<file path="src/assert_macros.svh">
// ----------------------------------------------------------------------------
// Assertion macros
// Shared concurrent assertion forms, clocked on aclk and held off in reset.
// ----------------------------------------------------------------------------
`ifndef ASSERT_MACROS_SVH
`define ASSERT_MACROS_SVH

// Property that must hold at every rising edge of aclk outside reset.
`define ASSERT_CLK(name, prop, msg) \
    name: assert property (@(posedge aclk) disable iff (!aresetn) (prop)) \
        else $error(msg);

// Condition that must never be true outside reset.
`define ASSERT_NEVER(name, expr, msg) `ASSERT_CLK(name, !(expr), msg)

`endif

</file>
<file path="src/wpbp_pkg.sv">
// ----------------------------------------------------------------------------
// Window parity bit packer package
// Shared widths, constants and the structs passed between the modules.
// ----------------------------------------------------------------------------
package wpbp_pkg;

    // Field and datapath widths.
    localparam int TS_W    = 30;
    localparam int WL_W    = 16;
    localparam int IDX_W   = 32;
    localparam int BYTE_W  = 8;
    localparam int BITS_W  = 4;
    localparam int FILL_W  = 3;

    // Queue between the front and the back.
    localparam int QUEUE_DEPTH = 2;

    // Window length after reset.
    localparam logic [WL_W-1:0] WL_RESET = 16'd128;

    // Item kinds carried on tuser of the input channel.
    localparam logic MODE_EVENT = 1'b0;
    localparam logic MODE_FLUSH = 1'b1;

    // Bit count of a complete output byte.
    localparam logic [BITS_W-1:0] BITS_FULL = 4'd8;

    // Classified input item.
    typedef struct packed {
        logic            flush;
        logic [TS_W-1:0] timestamp;
    } cmd_t;

    // Divider request and response.
    typedef struct packed {
        logic             start;
        logic [IDX_W-1:0] dividend;
        logic [WL_W-1:0]  divisor;
    } div_req_t;

    typedef struct packed {
        logic             done;
        logic [IDX_W-1:0] quotient;
        logic [WL_W-1:0]  remainder;
    } div_rsp_t;

    // One result item.
    typedef struct packed {
        logic [BYTE_W-1:0] out_byte;
        logic [BITS_W-1:0] bits_in_byte;
        logic              last;
        logic              gap_clipped;
    } res_t;

endpackage

</file>
<file path="src/wpbp_queue.sv">
// ----------------------------------------------------------------------------
// Command queue
// Short FIFO of classified items between the front and the back.
// ----------------------------------------------------------------------------
module wpbp_queue import wpbp_pkg::*; (
    input  logic aclk,
    input  logic aresetn,
    input  logic push_valid,
    output logic push_ready,
    input  cmd_t push_cmd,
    output logic pop_valid,
    input  logic pop_ready,
    output cmd_t pop_cmd
);

    localparam int PTR_W = $clog2(QUEUE_DEPTH);
    localparam int CNT_W = $clog2(QUEUE_DEPTH + 1);

    cmd_t             q_mem [QUEUE_DEPTH];
    logic [PTR_W-1:0] wr_ptr_reg, wr_ptr_next;
    logic [PTR_W-1:0] rd_ptr_reg, rd_ptr_next;
    logic [CNT_W-1:0] count_reg, count_next;
    logic             do_push, do_pop;

    assign push_ready = (count_reg != CNT_W'(QUEUE_DEPTH));
    assign pop_valid  = (count_reg != '0);
    assign pop_cmd    = q_mem[rd_ptr_reg];
    assign do_push    = push_valid && push_ready;
    assign do_pop     = pop_valid && pop_ready;

    // Pointer and occupancy update.
    always_comb begin
        wr_ptr_next = wr_ptr_reg;
        rd_ptr_next = rd_ptr_reg;
        count_next  = count_reg;
        if (do_push) begin
            wr_ptr_next = (wr_ptr_reg == PTR_W'(QUEUE_DEPTH - 1)) ? '0 : wr_ptr_reg + 1'b1;
        end
        if (do_pop) begin
            rd_ptr_next = (rd_ptr_reg == PTR_W'(QUEUE_DEPTH - 1)) ? '0 : rd_ptr_reg + 1'b1;
        end
        if (do_push && !do_pop) begin
            count_next = count_reg + 1'b1;
        end else if (do_pop && !do_push) begin
            count_next = count_reg - 1'b1;
        end
    end

    always_ff @(posedge aclk) begin
        if (!aresetn) begin
            wr_ptr_reg <= '0;
            rd_ptr_reg <= '0;
            count_reg  <= '0;
        end else begin
            wr_ptr_reg <= wr_ptr_next;
            rd_ptr_reg <= rd_ptr_next;
            count_reg  <= count_next;
        end
    end

    // Entry storage, no reset needed.
    always_ff @(posedge aclk) begin
        if (do_push) begin
            q_mem[wr_ptr_reg] <= push_cmd;
        end
    end

endmodule

</file>
<file path="src/wpbp_div.sv">
// ----------------------------------------------------------------------------
// Iterative divider
// Restoring divider producing a 32-bit quotient, one quotient bit per cycle.
// ----------------------------------------------------------------------------
module wpbp_div import wpbp_pkg::*; (
    input  logic     aclk,
    input  logic     aresetn,
    input  div_req_t req,
    output div_rsp_t rsp
);

    localparam int STEP_W = $clog2(IDX_W);

    logic              busy_reg, busy_next;
    logic              done_reg, done_next;
    logic [STEP_W-1:0] step_reg, step_next;
    logic [IDX_W-1:0]  quo_reg, quo_next;
    logic [WL_W-1:0]   rem_reg, rem_next;
    logic [WL_W-1:0]   dvs_reg, dvs_next;
    logic [WL_W:0]     shifted;
    logic [WL_W:0]     trial;
    logic              q_bit;

    // One restoring step: shift in the next dividend bit and try a subtract.
    assign shifted = {rem_reg, quo_reg[IDX_W-1]};
    assign q_bit   = (shifted >= {1'b0, dvs_reg});
    assign trial   = shifted - {1'b0, dvs_reg};

    always_comb begin
        busy_next = busy_reg;
        done_next = 1'b0;
        step_next = step_reg;
        quo_next  = quo_reg;
        rem_next  = rem_reg;
        dvs_next  = dvs_reg;
        if (req.start) begin
            busy_next = 1'b1;
            step_next = '0;
            quo_next  = req.dividend;
            rem_next  = '0;
            dvs_next  = req.divisor;
        end else if (busy_reg) begin
            rem_next  = q_bit ? trial[WL_W-1:0] : shifted[WL_W-1:0];
            quo_next  = {quo_reg[IDX_W-2:0], q_bit};
            step_next = step_reg + 1'b1;
            if (step_reg == STEP_W'(IDX_W - 1)) begin
                busy_next = 1'b0;
                done_next = 1'b1;
            end
        end
    end

    always_ff @(posedge aclk) begin
        if (!aresetn) begin
            busy_reg <= 1'b0;
            done_reg <= 1'b0;
            step_reg <= '0;
        end else begin
            busy_reg <= busy_next;
            done_reg <= done_next;
            step_reg <= step_next;
        end
    end

    // Datapath registers.
    always_ff @(posedge aclk) begin
        quo_reg <= quo_next;
        rem_reg <= rem_next;
        dvs_reg <= dvs_next;
    end

    assign rsp.done      = done_reg;
    assign rsp.quotient  = quo_reg;
    assign rsp.remainder = rem_reg;

endmodule

</file>
<file path="src/wpbp_back.sv">
// ----------------------------------------------------------------------------
// Packer back end
// Window state, gap sizing, bit packing and the output register.
// ----------------------------------------------------------------------------
`include "assert_macros.svh"

module wpbp_back import wpbp_pkg::*; #(
    parameter int MAX_OUT_BYTES = 64
) (
    input  logic            aclk,
    input  logic            aresetn,
    input  logic            cmd_valid,
    input  cmd_t            cmd,
    output logic            cmd_pop,
    input  logic [WL_W-1:0] divisor,
    output div_req_t        div_req,
    input  div_rsp_t        div_rsp,
    input  logic            m_tready,
    output logic            m_valid,
    output res_t            m_res
);

    localparam int ZCAP  = 8 * (MAX_OUT_BYTES - 1);
    localparam int TOT_W = $clog2(8 * MAX_OUT_BYTES + 1);
    localparam int CNT_W = TOT_W - 3;

    localparam logic [2:0] S_IDLE = 3'd0;
    localparam logic [2:0] S_DIV  = 3'd1;
    localparam logic [2:0] S_GAP  = 3'd2;
    localparam logic [2:0] S_PACK = 3'd3;
    localparam logic [2:0] S_EMIT = 3'd4;

    logic [2:0]        state_reg, state_next;
    logic              started_reg, started_next;
    logic              parity_reg, parity_next;
    logic [TS_W-1:0]   base_reg, base_next;
    logic [IDX_W-1:0]  cw_reg, cw_next;
    logic [BYTE_W-1:0] buf_reg, buf_next;
    logic [FILL_W-1:0] fill_reg, fill_next;
    logic [TS_W-1:0]   ts_reg, ts_next;
    logic [TOT_W-1:0]  zeros_reg, zeros_next;
    logic              clip_reg, clip_next;
    logic [CNT_W-1:0]  cnt_reg, cnt_next;
    logic [BYTE_W-1:0] obyte_reg, obyte_next;
    logic              m_valid_reg, m_valid_next;
    res_t              m_res_reg, m_res_next;

    logic              slot_free;
    logic [IDX_W-1:0]  diff;
    logic              gap_pos;
    logic              gap_clip;
    logic [IDX_W-1:0]  zeros_raw;
    logic [TOT_W-1:0]  total;
    logic [BYTE_W-1:0] head;

    assign slot_free = !m_valid_reg || m_tready;

    // Gap between the new window index and the open window.
    assign diff      = div_rsp.quotient - cw_reg;
    assign gap_pos   = (diff > 32'd1) && !diff[IDX_W-1];
    assign gap_clip  = gap_pos && (diff > IDX_W'(ZCAP + 1));
    assign zeros_raw = diff - 1'b1;

    // Bits pending after the parity and the zero fill go in.
    assign total = TOT_W'(fill_reg) + TOT_W'(1) + zeros_reg;
    assign head  = {buf_reg[BYTE_W-2:0], parity_reg};

    always_comb begin
        state_next   = state_reg;
        started_next = started_reg;
        parity_next  = parity_reg;
        base_next    = base_reg;
        cw_next      = cw_reg;
        buf_next     = buf_reg;
        fill_next    = fill_reg;
        ts_next      = ts_reg;
        zeros_next   = zeros_reg;
        clip_next    = clip_reg;
        cnt_next     = cnt_reg;
        obyte_next   = obyte_reg;
        m_valid_next = m_valid_reg && !m_tready;
        m_res_next   = m_res_reg;
        cmd_pop      = 1'b0;
        div_req.start    = 1'b0;
        div_req.divisor  = divisor;
        div_req.dividend = started_reg ? ({2'b00, cmd.timestamp} - {2'b00, base_reg})
                                       : {2'b00, cmd.timestamp};

        case (state_reg)
            // Take the next item: a flush finishes here, an event starts a division.
            S_IDLE: begin
                if (cmd_valid) begin
                    if (cmd.flush) begin
                        if (slot_free) begin
                            cmd_pop = 1'b1;
                            if (fill_reg != '0) begin
                                m_valid_next            = 1'b1;
                                m_res_next.out_byte     = buf_reg;
                                m_res_next.bits_in_byte = BITS_W'(fill_reg);
                                m_res_next.last         = 1'b1;
                                m_res_next.gap_clipped  = 1'b0;
                            end
                            started_next = 1'b0;
                            parity_next  = 1'b0;
                            base_next    = '0;
                            cw_next      = '0;
                            buf_next     = '0;
                            fill_next    = '0;
                        end
                    end else begin
                        cmd_pop       = 1'b1;
                        ts_next       = cmd.timestamp;
                        div_req.start = 1'b1;
                        state_next    = S_DIV;
                    end
                end
            end

            // Wait for the quotient; the first event of a stream only sets the base.
            S_DIV: begin
                if (div_rsp.done) begin
                    if (!started_reg) begin
                        base_next    = ts_reg - TS_W'(div_rsp.remainder);
                        cw_next      = '0;
                        started_next = 1'b1;
                        parity_next  = 1'b1;
                        state_next   = S_IDLE;
                    end else begin
                        state_next = S_GAP;
                    end
                end
            end

            // Same window toggles the parity, a new one sizes the zero fill.
            S_GAP: begin
                if (div_rsp.quotient == cw_reg) begin
                    parity_next = !parity_reg;
                    state_next  = S_IDLE;
                end else begin
                    zeros_next = !gap_pos ? '0 :
                                 gap_clip ? TOT_W'(ZCAP) : zeros_raw[TOT_W-1:0];
                    clip_next  = gap_clip;
                    state_next = S_PACK;
                end
            end

            // Pack the parity and zeros; only the first full byte carries data.
            S_PACK: begin
                cnt_next    = total[TOT_W-1:3];
                fill_next   = total[FILL_W-1:0];
                obyte_next  = head << (3'd7 - fill_reg);
                buf_next    = (total[TOT_W-1:3] == '0) ? (head << zeros_reg[FILL_W-1:0]) : '0;
                parity_next = 1'b1;
                cw_next     = div_rsp.quotient;
                state_next  = (total[TOT_W-1:3] == '0) ? S_IDLE : S_EMIT;
            end

            // Hand out the full bytes one per free output slot.
            S_EMIT: begin
                if (slot_free) begin
                    m_valid_next            = 1'b1;
                    m_res_next.out_byte     = obyte_reg;
                    m_res_next.bits_in_byte = BITS_FULL;
                    m_res_next.last         = (cnt_reg == CNT_W'(1));
                    m_res_next.gap_clipped  = clip_reg;
                    obyte_next              = '0;
                    cnt_next                = cnt_reg - 1'b1;
                    if (cnt_reg == CNT_W'(1)) begin
                        state_next = S_IDLE;
                    end
                end
            end

            default: begin
                state_next = S_IDLE;
            end
        endcase
    end

    // Control and stream state.
    always_ff @(posedge aclk) begin
        if (!aresetn) begin
            state_reg   <= S_IDLE;
            started_reg <= 1'b0;
            parity_reg  <= 1'b0;
            base_reg    <= '0;
            cw_reg      <= '0;
            buf_reg     <= '0;
            fill_reg    <= '0;
            cnt_reg     <= '0;
            m_valid_reg <= 1'b0;
        end else begin
            state_reg   <= state_next;
            started_reg <= started_next;
            parity_reg  <= parity_next;
            base_reg    <= base_next;
            cw_reg      <= cw_next;
            buf_reg     <= buf_next;
            fill_reg    <= fill_next;
            cnt_reg     <= cnt_next;
            m_valid_reg <= m_valid_next;
        end
    end

    // Payload registers.
    always_ff @(posedge aclk) begin
        ts_reg    <= ts_next;
        zeros_reg <= zeros_next;
        clip_reg  <= clip_next;
        obyte_reg <= obyte_next;
        m_res_reg <= m_res_next;
    end

    assign m_valid = m_valid_reg;
    assign m_res   = m_res_reg;

    // Checks on the sequencing.
    `ASSERT_CLK(a_done_in_div, div_rsp.done |-> state_reg == S_DIV, "divider done outside wait")
    `ASSERT_CLK(a_flush_clears, (cmd_pop && cmd.flush) |=> (!started_reg && fill_reg == '0), "flush left stream state")
    `ASSERT_NEVER(a_emit_count, state_reg == S_EMIT && cnt_reg == '0, "emit with no bytes left")
    `ASSERT_CLK(a_partial_last, (m_valid_reg && m_res_reg.bits_in_byte != BITS_FULL) |-> (m_res_reg.last && !m_res_reg.gap_clipped), "partial byte not final")

endmodule

</file>
<file path="src/window_parity_bit_packer_top.sv">
// Event path: the input queue, the iterative divider, then the wait, gap and pack steps; an
// event's first byte is registered in the output register, and later bytes follow one per
// cycle while the output is not stalled. A flush passes the queue and the output register.
// The back end handles one item at a time while the queue holds up to two waiting items, and
// every event goes through the single iterative divider.
// Stalls on the output hold flushes and byte emission. Reset: aresetn clears state.
// ----------------------------------------------------------------------------
// Window parity bit packer, top level
// Assigns timestamps to windows and packs one parity bit per window into bytes.
// Synchronous active-low aresetn clears the stream state, sets window_length to
// 128 and empties the queue; there is no clearing pass.
// ----------------------------------------------------------------------------
module window_parity_bit_packer_top import wpbp_pkg::*; #(
    parameter int MAX_OUT_BYTES = 64
) (
    input  logic        aclk,
    input  logic        aresetn,
    // Configuration write channel.
    input  logic        cfg_valid,
    output logic        cfg_ready,
    input  logic [15:0] cfg_data,      // window_length
    // Input stream.
    input  logic        s_axis_tvalid,
    output logic        s_axis_tready,
    input  logic [31:0] s_axis_tdata,  // [29:0] timestamp, [31:30] zero
    input  logic        s_axis_tuser,  // [0] mode
    // Result stream.
    output logic        m_axis_tvalid,
    input  logic        m_axis_tready,
    output logic [15:0] m_axis_tdata,  // [7:0] out_byte, [11:8] bits_in_byte, [15:12] zero
    output logic        m_axis_tlast,
    output logic        m_axis_tuser   // [0] gap_clipped
);

    logic [WL_W-1:0] wl_reg, wl_next;
    logic [WL_W-1:0] divisor;
    cmd_t            in_cmd;
    cmd_t            q_cmd;
    logic            q_valid;
    logic            q_pop;
    div_req_t        div_req;
    div_rsp_t        div_rsp;
    res_t            res;

    // Window length register; always ready.
    assign cfg_ready = 1'b1;
    assign wl_next   = (cfg_valid && cfg_ready) ? cfg_data : wl_reg;

    always_ff @(posedge aclk) begin
        if (!aresetn) begin
            wl_reg <= WL_RESET;
        end else begin
            wl_reg <= wl_next;
        end
    end

    // A zero length counts as one tick.
    assign divisor = (wl_reg == '0) ? WL_W'(1) : wl_reg;

    // Front: classify each incoming transaction.
    assign in_cmd.flush     = (s_axis_tuser == MODE_FLUSH);
    assign in_cmd.timestamp = s_axis_tdata[TS_W-1:0];

    wpbp_queue u_queue (
        .aclk       (aclk),
        .aresetn    (aresetn),
        .push_valid (s_axis_tvalid),
        .push_ready (s_axis_tready),
        .push_cmd   (in_cmd),
        .pop_valid  (q_valid),
        .pop_ready  (q_pop),
        .pop_cmd    (q_cmd)
    );

    wpbp_div u_div (
        .aclk    (aclk),
        .aresetn (aresetn),
        .req     (div_req),
        .rsp     (div_rsp)
    );

    wpbp_back #(
        .MAX_OUT_BYTES (MAX_OUT_BYTES)
    ) u_back (
        .aclk      (aclk),
        .aresetn   (aresetn),
        .cmd_valid (q_valid),
        .cmd       (q_cmd),
        .cmd_pop   (q_pop),
        .divisor   (divisor),
        .div_req   (div_req),
        .div_rsp   (div_rsp),
        .m_tready  (m_axis_tready),
        .m_valid   (m_axis_tvalid),
        .m_res     (res)
    );

    // Result packing.
    assign m_axis_tdata = {4'b0000, res.bits_in_byte, res.out_byte};
    assign m_axis_tlast = res.last;
    assign m_axis_tuser = res.gap_clipped;

endmodule

</file>
<file path="config.mk">
export PLATFORM = sky130hd
export DESIGN_NAME = window_parity_bit_packer_top
export DESIGN_NICKNAME = d
export VERILOG_FILES = /design/src/wpbp_pkg.sv /design/src/wpbp_queue.sv /design/src/wpbp_div.sv /design/src/wpbp_back.sv /design/src/window_parity_bit_packer_top.sv
export VERILOG_INCLUDE_DIRS = /design/src /design/src/src
export SDC_FILE = /design/constraint.sdc
export NUM_CORES = 1
export LEC_CHECK = 0
export BUFFER_PORTS_ARGS = -buffer_cell sky130_fd_sc_hd__buf_2
export CAP_MARGIN = 20
export CORE_MARGIN = 4
export CORE_UTILIZATION = 45
export CTS_BUF_LIST = sky130_fd_sc_hd__clkbuf_4
export DETAILED_ROUTE_END_ITERATION = 8
export SYNTH_ARGS = -nofsm -noshare
export SYNTH_HDL_FRONTEND = slang
export SYNTH_HIERARCHICAL = 1
export SYNTH_SLANG_ARGS = --single-unit
</file>
<file path="constraint.sdc">
create_clock -name aclk -period 5.2 [get_ports aclk]
set_input_delay 0.26 -clock aclk [delete_from_list [all_inputs] [get_ports aclk]]
set_output_delay 0.26 -clock aclk [all_outputs]
set_load 0.01 [all_outputs]
</file>
Word level (Yosys, flattened, before mapping). Memory sizes are Yosys's and may differ from the RTL's. A register that Yosys moved wholly into a read port is not among the register bits. Cells that the tools add are included.

Add/sub/neg operators: 14. $lt $le $gt $ge: 3. Equal/unequal tests: 18. Shift operators: 2. Mux-type cells: 78. Bitwise gates (word level): 5. Reductions and logical operators: 40.

Operators with widths (count): 32-bit two-way mux (8); 30-bit two-way mux (5); 32-bit case mux with 3 select lines (1); 14-bit two-way mux (5); 30-bit case mux with 2 select lines (1); 32-bit equality test (1); 32-bit by 1-bit > comparator with 1-bit output, second input constant (1); 32-bit by 9-bit > comparator with 1-bit output, second input constant (1); 8-bit two-way mux (4); 8-bit case mux with 2 select lines (2); 32-bit subtractor (1); 30-bit by 30-bit subtractor with 31-bit output (1); 30-bit by 16-bit subtractor with 30-bit output (1); 1-bit two-way mux (29); 14-bit case mux with 2 select lines (1); 3-bit two-way mux (9); 6-bit AND reduction (3); 17-bit by 16-bit >= comparator with 1-bit output (1); 16-bit zero test (1); 16-bit two-way mux (1); 8-bit by 3-bit << shifter with 8-bit output (2); 16-bit subtractor (1); 3-bit case mux with 5 select lines (1); 2-bit by 1-bit != test with 1-bit output, second input constant (7); 38 further kinds (72).

Register bits after elaboration: 240. Bits in writable memories: 62. Bits of input ports: 54. Output and inout port bits: 21. Logic and storage cells: 189. Memories kept: 1.

Memory list: u_queue.q_mem (words 2, bits a word 31, read ports 1, clocked after memory_dff 1, write ports 1, line wpbp_queue.sv:19) `cmd_t q_mem [QUEUE_DEPTH];`.

Logic depth before layout (Yosys ltp).
Depth in word-level cells: 10. Gate-level depth with buffers: 17. Depth with buffers taken out: 15.

Cells and area by module. The synthesis kept the hierarchy.

By module, submodules not included: wpbp_back (times used 1, cells each 1393, area each 11390.9 um^2, seq. area each 3613.5 um^2); wpbp_div (times used 1, cells each 342, area each 3757.4 um^2, seq. area each 1901.8 um^2); wpbp_queue (times used 1, cells each 120, area each 2468.6 um^2, seq. area each 1961.9 um^2); window_parity_bit_packer_top (times used 1, cells each 78, area each 748.2 um^2, seq. area each 320.3 um^2).

Least setup slack after synthesis. Ideal clock, no wire load.

Kind: register to register. Start point: register (tool-made name). End point: register u_div.quo_reg[0] (data pin). Setup time: 261 ps. Data arrival time: 4262 ps. Required time: 4939 ps. Path slack: 677 ps. Stages on the path, launching flop included: 6. Buffers on the path: 1. Period minus slack after synthesis: 4523 ps. Cells stage by stage: dfxtp_1 > buf_2 > mux2_2 > nor2_1 > clkinv_1 > mux2_2.

RTL lines: end signal, assigned (line wpbp_div.sv:67) `quo_reg <= quo_next;`; end, declared (line wpbp_div.sv:17) `logic [IDX_W-1:0] quo_reg, quo_next;`.

==> results.tsv <==
metric	value	unit
status	finished clean	
largest_reg_flops	62	
ys_seq_elements	303	
r2r_setup_slack	0.91	ns
grt_pass1_vias	14400	
dieArea	44100	sq um
critPathKind	reg -> reg	
min_from	s_axis_tdata[14]	
rows	73	
fin_area	20900	sq um
async_flop_share	0	
fin_setup_tns	0	ns
hold_viol_final	0	
reg2reg_to	u_div/quo_reg[25]$_DFFE_PP_	
grt_pass1_wl	72700	um
clock-sinks	303	
synth_cell_types	89	
start_kind	flip-flop	
fin_crit	4.29	ns
cts_resized	0	
wl_per_cell	16.4	um
drc_errors	0	
p_per_area	555	nW/um^2
ant_nets	0	
crit_required	5.76	ns
final_layout_size_suffix_gt1_frac	0.160	
antenna_found_initial	2	
num_io_pins	75	
placed_area	19000	sq um
core_area	40000	sq um
syn_inst	1933	
post-cts-setup-buffers	0	
cts_root_buffer	clkbuf_4	
register_area	7800	sq um
portBuffers	67	
final_core_util	0.522	
p_leak	0.00788	uW
grt_max_degree	61	
synth.avg_cell_area	9.50	sq um
vias	14700	
yosys_warnings	6	
drtIter0Drc	999	
drt_first_pass_iters	6	
layout.cells.non_filler	2671	
fmax	233	MHz
finalMaxSlewViolations	0	
end_kind	flip-flop	
fin_nets	2236	
viasPerCell	5.49	
finalSetupViolations	0	
cp_max_fo	13	
slew_headroom	0.397	
rsz0062_at_grt	no	
finalClockSkew	0.0434	ns
initial_core_util	0.459	
cts_tree	done	
yosysSeqAreaShare	0.425	
clock_path_buffers	3	
die_y	210	um
clock_latency	0.82	ns
hold_end	u_queue/q_mem[1][14]$_DFFE_PP_	
ir_worst_vdd	0.363	mV
grt_overflow	0	
hpwl	30900	um
drv_cap	0	
ctsHtreeMaxLevel	3	
arrival	4.86	ns
worstMarginPinSlew	0.901	ns
drt_wl_total	43800	um
netlist_area	18400	sq um
min_path_type	in -> reg	
gp_congestion	0.877	
fin_crit_sh	0.825	
clkSlewWorstSetupHoldPaths	0.07	ns
whs_path_depth	2	
numCtsBuffers	81	
multi_input_area	9520	sq um
synth-main-ff-cell	edfxtp_1	
grt_usage	0.198	
synth_edf_count	173	
die_x	210	um
dp_cells	2433	
rr_worst_depth	14	
synthToLayoutAreaGrowth	13.8	%
n_fill_cell	3738	
cells in the final DEF, fill, tap and decap left out, types with 83 or more instances in the layout:
master         count
edfxtp_1         173
nand2_1          171
nor2_1           164
inv_1            133
dfxtp_1          130
clkbuf_4         126
a21oi_1          114
ha_1             103
mux2_2            89
dlygate4sd3_1     83
o21ai_0           83
worst max-delay path: stages (launching register included):
cell,delay [ns]
dfxtp_1,0.40
buf_4,0.28
mux2_2,0.42
ha_1,0.33
or2_2,0.32
o31ai_1,0.08
a31o_2,0.18
o21a_1,0.21
o21ai_0,0.24
a221oi_1,0.50
nand2b_1,0.26
a21boi_0,0.15
xor2_1,0.16
mux2_2,0.26
mux2_2,0.26
cell type report:
type,instances,share of cell area
Clock buffer,126,0.0453
Multi-Input combinational cell,1384,0.456
Tap cell,525,0.0314
Inverter,136,0.0244
Clock inverter,24,0.00659
Antenna cell,5,0.000599
Sequential cell,303,0.373
Timing Repair Buffer,168,0.0629
repair_timing:
action | CTS | global route
hold endpoints to repair | 91 | 0
endpoints found under the setup margin | 0 | 0
hold buffers | 83 | 0
power by group:
group | total [uW] | leakage (uW) | internal [uW] | switching [uW]
logic | 5860 | 0.00457 | 2360 | 3500
registers | 3550 | 0.00266 | 3200 | 352
clock network | 2190 | 0.000643 | 1160 | 1030
metrics by stage:
step | setup WS, ns | hold slack [ns] | power (uW)
after detailed placement | 0.985 | 0.447 | 9330
after floorplan | 0.677 | 0.359 | 8010
after CTS | 0.967 | 0.0797 | 11700
final | 0.908 | 0.176 | 11600
after global placement | 1.04 | 0.437 | 9240
after global routing | 0.602 | 0.0827 | 12600
worst max path at each step:
| stage | end | cells after the start | from | slack (ns) |
|---|---|---|---|---|
| finish | u_div/quo_reg[25]$_DFFE_PP_ | 14 | flip-flop | 0.91 |
| global route | u_back/zeros_reg[7]$_SDFFCE_PN0P_ | 13 | u_div/quo_reg[0]$_DFFE_PP_ | 0.60 |
| CTS | u_div/quo_reg[25]$_DFFE_PP_ | 14 | flip-flop | 0.97 |
| detailed placement | u_div/quo_reg[25]$_DFFE_PP_ | 14 | flip-flop | 0.98 |
| global placement | u_div/quo_reg[25]$_DFFE_PP_ | 14 | flip-flop | 1.04 |
| floorplan | u_div/quo_reg[0]$_DFFE_PP_ | 5 | flip-flop | 0.68 |
metal layers:
metal	global-route usage	routed length (um)	vias to the layer above	share of wire
met4	0.0664	1020	0	0.023
met3	0.0393	1940	83	0.044
met5	0	0	-	0
li1	-	-	7288	-
met1	0.266	20500	6971	0.47
met2	0.324	20300	322	0.46
cell usage after synthesis, drive strengths merged, types with 34 or more instances:
cell type | number | area [sq um]
a21oi | 116 | 588
a22oi | 40 | 300
buf | 46 | 320
clkbuf | 67 | 251
dfxtp | 130 | 2600
edfxtp | 173 | 5190
ha | 103 | 1290
inv | 134 | 503
mux2 | 90 | 1010
mux2i | 40 | 400
nand2 | 171 | 642
nand3 | 49 | 245
nor2 | 166 | 626
nor2b | 41 | 257
nor3 | 34 | 170
o21ai | 96 | 492
xnor2 | 57 | 499
xor2 | 36 | 315
cell families after synthesis:
group / Yosys count / synth area share
XOR/XNOR: 93 / 0.0444
multiplexers: 132 / 0.0794
other: 2 / 0.000409
buffers and inverters: 249 / 0.0589
AND/OR/NAND/NOR: 608 / 0.159
AO/OA/AOI/OAI: 438 / 0.157
adder cells (fa/ha/maj): 108 / 0.0756
flip-flops: 303 / 0.425
Note: power is estimated with default switching activity, not from simulation.
